==> config.mk <==
export PLATFORM = sky130hd
export DESIGN_NAME = ddpm_cordic
export DESIGN_NICKNAME = d
export VERILOG_FILES = /design/src/rtl/ddpm_pkg.sv /design/src/rtl/ddpm_cordic.sv
export SDC_FILE = /design/constraint.sdc
export NUM_CORES = 2
export LEC_CHECK = 0
export BUFFER_PORTS_ARGS = -buffer_cell sky130_fd_sc_hd__buf_2
export CORE_ASPECT_RATIO = 1.4
export CORE_MARGIN = 3
export CORE_UTILIZATION = 45
export DETAILED_ROUTE_END_ITERATION = 8
export GPL_TIMING_DRIVEN = 0
export PLACE_DENSITY = 0.57
export SLEW_MARGIN = 20
export SYNTH_ARGS = -nofsm -noshare
export SYNTH_HDL_FRONTEND = slang
export SYNTH_SLANG_ARGS = --single-unit
==> constraint.sdc <==
create_clock -name clk -period 5.8 [get_ports clk]
set_input_delay 0.58 -clock clk [delete_from_list [all_inputs] [get_ports clk]]
set_output_delay 0.58 -clock clk [all_outputs]
set_load 0.01 [all_outputs]
==> src/rtl/ddpm_pkg.sv <==
`timescale 1ns / 1ps
`default_nettype none
// ----------------------------------------------------------------------------
// ddpm_pkg
// shared widths, constants, types and helpers of the degree-day melt pipeline
// ----------------------------------------------------------------------------
package ddpm_pkg;

    localparam int ANG_W        = 18;
    localparam int XY_W         = 19;
    localparam int Z_W          = 16;
    localparam int TRIG_W       = 14;
    localparam int CORDIC_STEPS = 14;
    localparam int CORDIC_DEPTH = CORDIC_STEPS + 2;
    localparam int PIPE_DEPTH   = CORDIC_DEPTH + 8;
    localparam int CFG_DATA_W   = 13;
    localparam int MELT_W       = 22;

    localparam logic signed [ANG_W-1:0] PI_Q13       = 18'sd25736;
    localparam logic signed [ANG_W-1:0] NEG_PI_Q13   = -18'sd25736;
    localparam logic signed [ANG_W-1:0] HALF_PI_Q13  = 18'sd12868;
    localparam logic signed [ANG_W-1:0] NEG_HALF_PI  = -18'sd12868;
    localparam logic signed [ANG_W-1:0] TWO_PI_Q13   = 18'sd51472;
    localparam logic signed [ANG_W-1:0] SOLSTICE_Q13 = 18'sd50062;

    localparam logic signed [XY_W-1:0] CORDIC_X0 = 19'sd39797;
    localparam logic signed [XY_W:0]   CLAMP_HI  = 20'sd4096;
    localparam logic signed [XY_W:0]   CLAMP_LO  = -20'sd4096;

    localparam logic [28:0] U_SAT   = 29'd419430399;
    localparam logic [41:0] U_KNEE  = 42'd419430349;
    localparam logic [28:0] U_BIAS  = 29'd50;
    localparam logic [29:0] RECIP   = 30'd687194768;

    typedef enum logic [0:0] {
        REG_ASPECT_STRENGTH = 1'b0,
        REG_MELT_THRESHOLD  = 1'b1
    } reg_index_t;

    typedef struct packed {
        logic [14:0]        factor_max;
        logic [14:0]        factor_min;
        logic [13:0]        forest_factor;
        logic [12:0]        forest_share;
        logic signed [13:0] air_temp;
        logic               last_cell;
    } side_t;

    typedef struct packed {
        logic [MELT_W-1:0] potential_melt;
        logic              last_out;
    } result_t;

    function automatic logic signed [Z_W-1:0] atan_q13(input int unsigned i);
        logic signed [Z_W-1:0] r;
        case (i)
            0:       r = 16'sd6434;
            1:       r = 16'sd3798;
            2:       r = 16'sd2007;
            3:       r = 16'sd1019;
            4:       r = 16'sd511;
            5:       r = 16'sd256;
            6:       r = 16'sd128;
            7:       r = 16'sd64;
            8:       r = 16'sd32;
            9:       r = 16'sd16;
            10:      r = 16'sd8;
            11:      r = 16'sd4;
            12:      r = 16'sd2;
            13:      r = 16'sd1;
            default: r = 16'sd0;
        endcase
        return r;
    endfunction

    // round q16 to q12 and clamp to one
    function automatic logic signed [TRIG_W-1:0] clamp_unit(input logic signed [XY_W-1:0] v);
        logic signed [XY_W:0] t;
        logic signed [TRIG_W-1:0] r;
        t = ((XY_W+1)'(v) + (XY_W+1)'(8)) >>> 4;
        if (t > CLAMP_HI)
            r = TRIG_W'(CLAMP_HI);
        else if (t < CLAMP_LO)
            r = TRIG_W'(CLAMP_LO);
        else
            r = TRIG_W'(t);
        return r;
    endfunction

endpackage
`default_nettype wire

==> src/rtl/ddpm_cordic.sv <==
`timescale 1ns / 1ps
`default_nettype none
// ----------------------------------------------------------------------------
// ddpm_cordic
// pipelined sine/cosine: range reduction, one rotation per stage, clamp
// ----------------------------------------------------------------------------
module ddpm_cordic (
    input  wire logic                              clk,
    input  wire logic                              en,
    input  wire logic signed [ddpm_pkg::ANG_W-1:0] angle,
    output logic signed [ddpm_pkg::TRIG_W-1:0]     cos_q12,
    output logic signed [ddpm_pkg::TRIG_W-1:0]     sin_q12
);
    import ddpm_pkg::*;

    logic signed [ANG_W-1:0] a_wrap;
    logic signed [ANG_W-1:0] a_fold;
    logic                    fold_neg;

    logic signed [Z_W-1:0]   z0_reg;
    logic [CORDIC_STEPS:0]   neg_reg;

    logic signed [XY_W-1:0]  x_cur [0:CORDIC_STEPS];
    logic signed [XY_W-1:0]  y_cur [0:CORDIC_STEPS];
    logic signed [Z_W-1:0]   z_cur [0:CORDIC_STEPS];

    logic signed [TRIG_W-1:0] cos_reg;
    logic signed [TRIG_W-1:0] sin_reg;

    always_comb
    begin
        if (angle > PI_Q13)
            a_wrap = angle - TWO_PI_Q13;
        else if (angle <= NEG_PI_Q13)
            a_wrap = angle + TWO_PI_Q13;
        else
            a_wrap = angle;
        fold_neg = 1'b0;
        a_fold   = a_wrap;
        if (a_wrap > HALF_PI_Q13)
        begin
            a_fold   = a_wrap - PI_Q13;
            fold_neg = 1'b1;
        end
        else if (a_wrap < NEG_HALF_PI)
        begin
            a_fold   = a_wrap + PI_Q13;
            fold_neg = 1'b1;
        end
    end

    always_ff @(posedge clk)
    begin
        if (en)
        begin
            z0_reg  <= Z_W'(a_fold);
            neg_reg <= {neg_reg[CORDIC_STEPS-1:0], fold_neg};
        end
    end

    assign x_cur[0] = CORDIC_X0;
    assign y_cur[0] = '0;
    assign z_cur[0] = z0_reg;

    for (genvar i = 0; i < CORDIC_STEPS; i++)
    begin : g_iter
        logic signed [XY_W-1:0] x_reg;
        logic signed [XY_W-1:0] y_reg;
        logic signed [Z_W-1:0]  z_reg;
        logic signed [XY_W-1:0] xs;
        logic signed [XY_W-1:0] ys;

        assign xs = x_cur[i] >>> i;
        assign ys = y_cur[i] >>> i;

        always_ff @(posedge clk)
        begin
            if (en)
            begin
                if (!z_cur[i][Z_W-1])
                begin
                    x_reg <= x_cur[i] - ys;
                    y_reg <= y_cur[i] + xs;
                    z_reg <= z_cur[i] - atan_q13(i);
                end
                else
                begin
                    x_reg <= x_cur[i] + ys;
                    y_reg <= y_cur[i] - xs;
                    z_reg <= z_cur[i] + atan_q13(i);
                end
            end
        end

        assign x_cur[i+1] = x_reg;
        assign y_cur[i+1] = y_reg;
        assign z_cur[i+1] = z_reg;
    end

    always_ff @(posedge clk)
    begin
        if (en)
        begin
            cos_reg <= clamp_unit(neg_reg[CORDIC_STEPS] ? -x_cur[CORDIC_STEPS]
                                                         : x_cur[CORDIC_STEPS]);
            sin_reg <= clamp_unit(neg_reg[CORDIC_STEPS] ? -y_cur[CORDIC_STEPS]
                                                         : y_cur[CORDIC_STEPS]);
        end
    end

    assign cos_q12 = cos_reg;
    assign sin_q12 = sin_reg;

endmodule
`default_nettype wire

==> impl_metrics.tcl <==
set metrics [dict create \
    worstPathRequired_ps 6310 \
    boundaryPins 48 \
    crit_fanout 10 \
    gp_congestion 0.860 \
    worst_slack_ps 500 \
    cts_sinks 732 \
    cp-end-kind "flop" \
    initial_core_util_pct 45.6 \
    syn-cell-area_sq_mm 0.0562 \
    yosysWarningCount 0 \
    drv_slew 0 \
    hp-class "input pin to flop" \
    die_area_sq_mm 0.129 \
    clkSlewWorstSetupHoldPaths_ps 60 \
    place_ws_ps -400 \
    final_cell_mix "edfxtp_1, ha_1, nor2_1" \
    postPlaceCellArea_sq_mm 0.0587 \
    synth_cell_types 100 \
    synth_seq_cells 732 \
    cts_tree "built" \
    clkLatencyLatePin_ps 690 \
    grt_pass1_wl_mm 210 \
    drive_above_1_share_pct 5.33 \
    syn-instance-count 5593 \
    fin_area_sq_mm 0.0615 \
    grt_max_degree 100 \
    hold_viol 0 \
    finalCritPeriodShare_pct 91.4 \
    regArea_sq_mm 0.0220 \
    nFillCells 11500 \
    rsz0062_at_grt "false" \
    relSlewSlack_pct 31.6 \
    via_per_inst 5.53 \
    detail-route-antenna-nets 0 \
    period_minus_slack_ps 5300 \
    final.setup_skew_ps 37.3 \
    largest_reg_flops 247 \
    holdBufCountCts 0 \
    final_common_cell "edfxtp_1" \
    cts_root_buf "clkbuf_16" \
    criticalPathCategory "flop to flop" \
    syn2layout_area_growth_pct 9.52 \
    syn-num-nets 6287 \
    coreArea_sq_mm 0.123 \
    grt_usage_pct 20.0 \
    grt-ovfl-total 0 \
    wire_per_inst_um 17.5 \
    status "finished clean" \
    clock.fmax_ghz 0.189 \
    tightest_slew_ps 1010 \
    io_buffers 41 \
    grt_antenna_before_repair 0 \
    wl_met1_mm 49.9 \
    finalSetupViolations 0 \
    htreeDepth 3 \
    start_kind "flop" \
    wl_met3_mm 3.62 \
    wl_met2_mm 70.1 \
    fp-row-count 152 \
    maxCapViolCount 0 \
    drc_errors 0 \
    via_count 41000 \
    synth-edff-count 732 \
    final_nets 6425 \
    drtPass1Iterations 5 \
    drt_wl_total_mm 130 \
    grt_pass1_vias 40800 \
    die_x_um 305 \
    async_flop_share_pct 0 \
    drtIter0Drc 1955 \
    multi_input_area_sq_mm 0.0327 \
    syn_avg_cell_area_sq_um 10.0 \
    maxUsedRoutingLayer "met4" \
    numCtsBuffers 83 \
    synthFlopType "edfxtp_1" \
    hpwl_mm 102 \
    worstPathArrival_ps 5810 \
    num_antenna_cells 0 \
    synth-seq-area-share_pct 39.1 \
    die_h_um 424 \
    ctsLongestPathBuffers 3 \
]
## Yosys cell counts (all sizes together), types with 80 or more instances
| master | number | area, sq um |
|---|---|---|
| nor2 | 578 | 2170 |
| xnor2 | 532 | 4670 |
| nand2 | 211 | 792 |
| xor2 | 219 | 1930 |
| inv | 319 | 1200 |
| nor3 | 242 | 1210 |
| a21o | 90 | 676 |
| edfxtp | 732 | 22000 |
| o21ai | 267 | 1340 |
| o21bai | 80 | 601 |
| ha | 635 | 7950 |
| nor2b | 101 | 632 |
| or3 | 107 | 669 |
| nand3 | 126 | 641 |
| o21a | 89 | 668 |
| a21oi | 399 | 2010 |
## worst max-delay path, stage by stage (launching register included)
cell,delay [ps]
edfxtp_1,470
clkbuf_1,490
clkbuf_2,380
clkbuf_1,440
clkbuf_2,370
clkbuf_2,380
o21ai_0,180
xnor2_1,180
ha_1,340
o221ai_2,260
o211ai_1,250
a211oi_1,110
or4_1,540
o31ai_1,370
nand2_1,160
a21boi_0,200
## kinds of logic after synthesis
logic type      Yosys count  share of synthesized area [%]
mux                      55                           1.07
flops                   732                           39.1
buf+inv                 416                           2.83
simple gates           1624                           14.0
compound gates         1338                           15.6
xor+xnor                751                           11.7
fa+ha+maj               676                           15.6
other cells               1                        0.00667
## worst paths after layout
check | startpoint | end | slack (ps) | depth (start not counted)
worst max-delay path | neg_reg[14] | cos_q12[4] | 500 | 15
worst min-delay path | angle[1] | z0_reg[1] | 110 | 1
worst max register to register | neg_reg[14] | cos_q12[4] | 500 | 15
worst min register to register | neg_reg[6] | neg_reg[7] | 400 | 0
## routing by layer
metal	vias to the layer above	global-route usage, %
met3	261	2.01
met5	-	0
li1	20900	-
met4	0	9.74
met1	19200	21.0
met2	616	39.2
## cell type report
cell class                      count  share of cell area, %
Clock buffer                       98                   3.54
Sequential cell                   732                   35.7
Buffer                             93                  0.622
Multi-Input combinational cell   4445                   53.1
Inverter                          323                   1.97
Timing Repair Buffer               53                  0.762
Clock inverter                     53                   1.04
Tap cell                         1617                   3.29
## stage by stage
stage,hold WS (ps),instances,setup TNS [ps],utilization [%]
global placement,400,7251,-5511290,47.4
CTS,37.7,7410,0,49.9
detailed placement,405,7259,-5010,47.6
global route,83.7,7414,0,49.9
floorplan,400,5593,0,-
finish,111,7414,0,49.9
## timing repair
item	in CTS	in global routing
resized for setup	2	8
buffers inserted	0	3
endpoints found under the setup margin	24	29
Power is not shown: default switching activity piles up to over one toggle a cycle in this logic, so the estimate is an artifact.
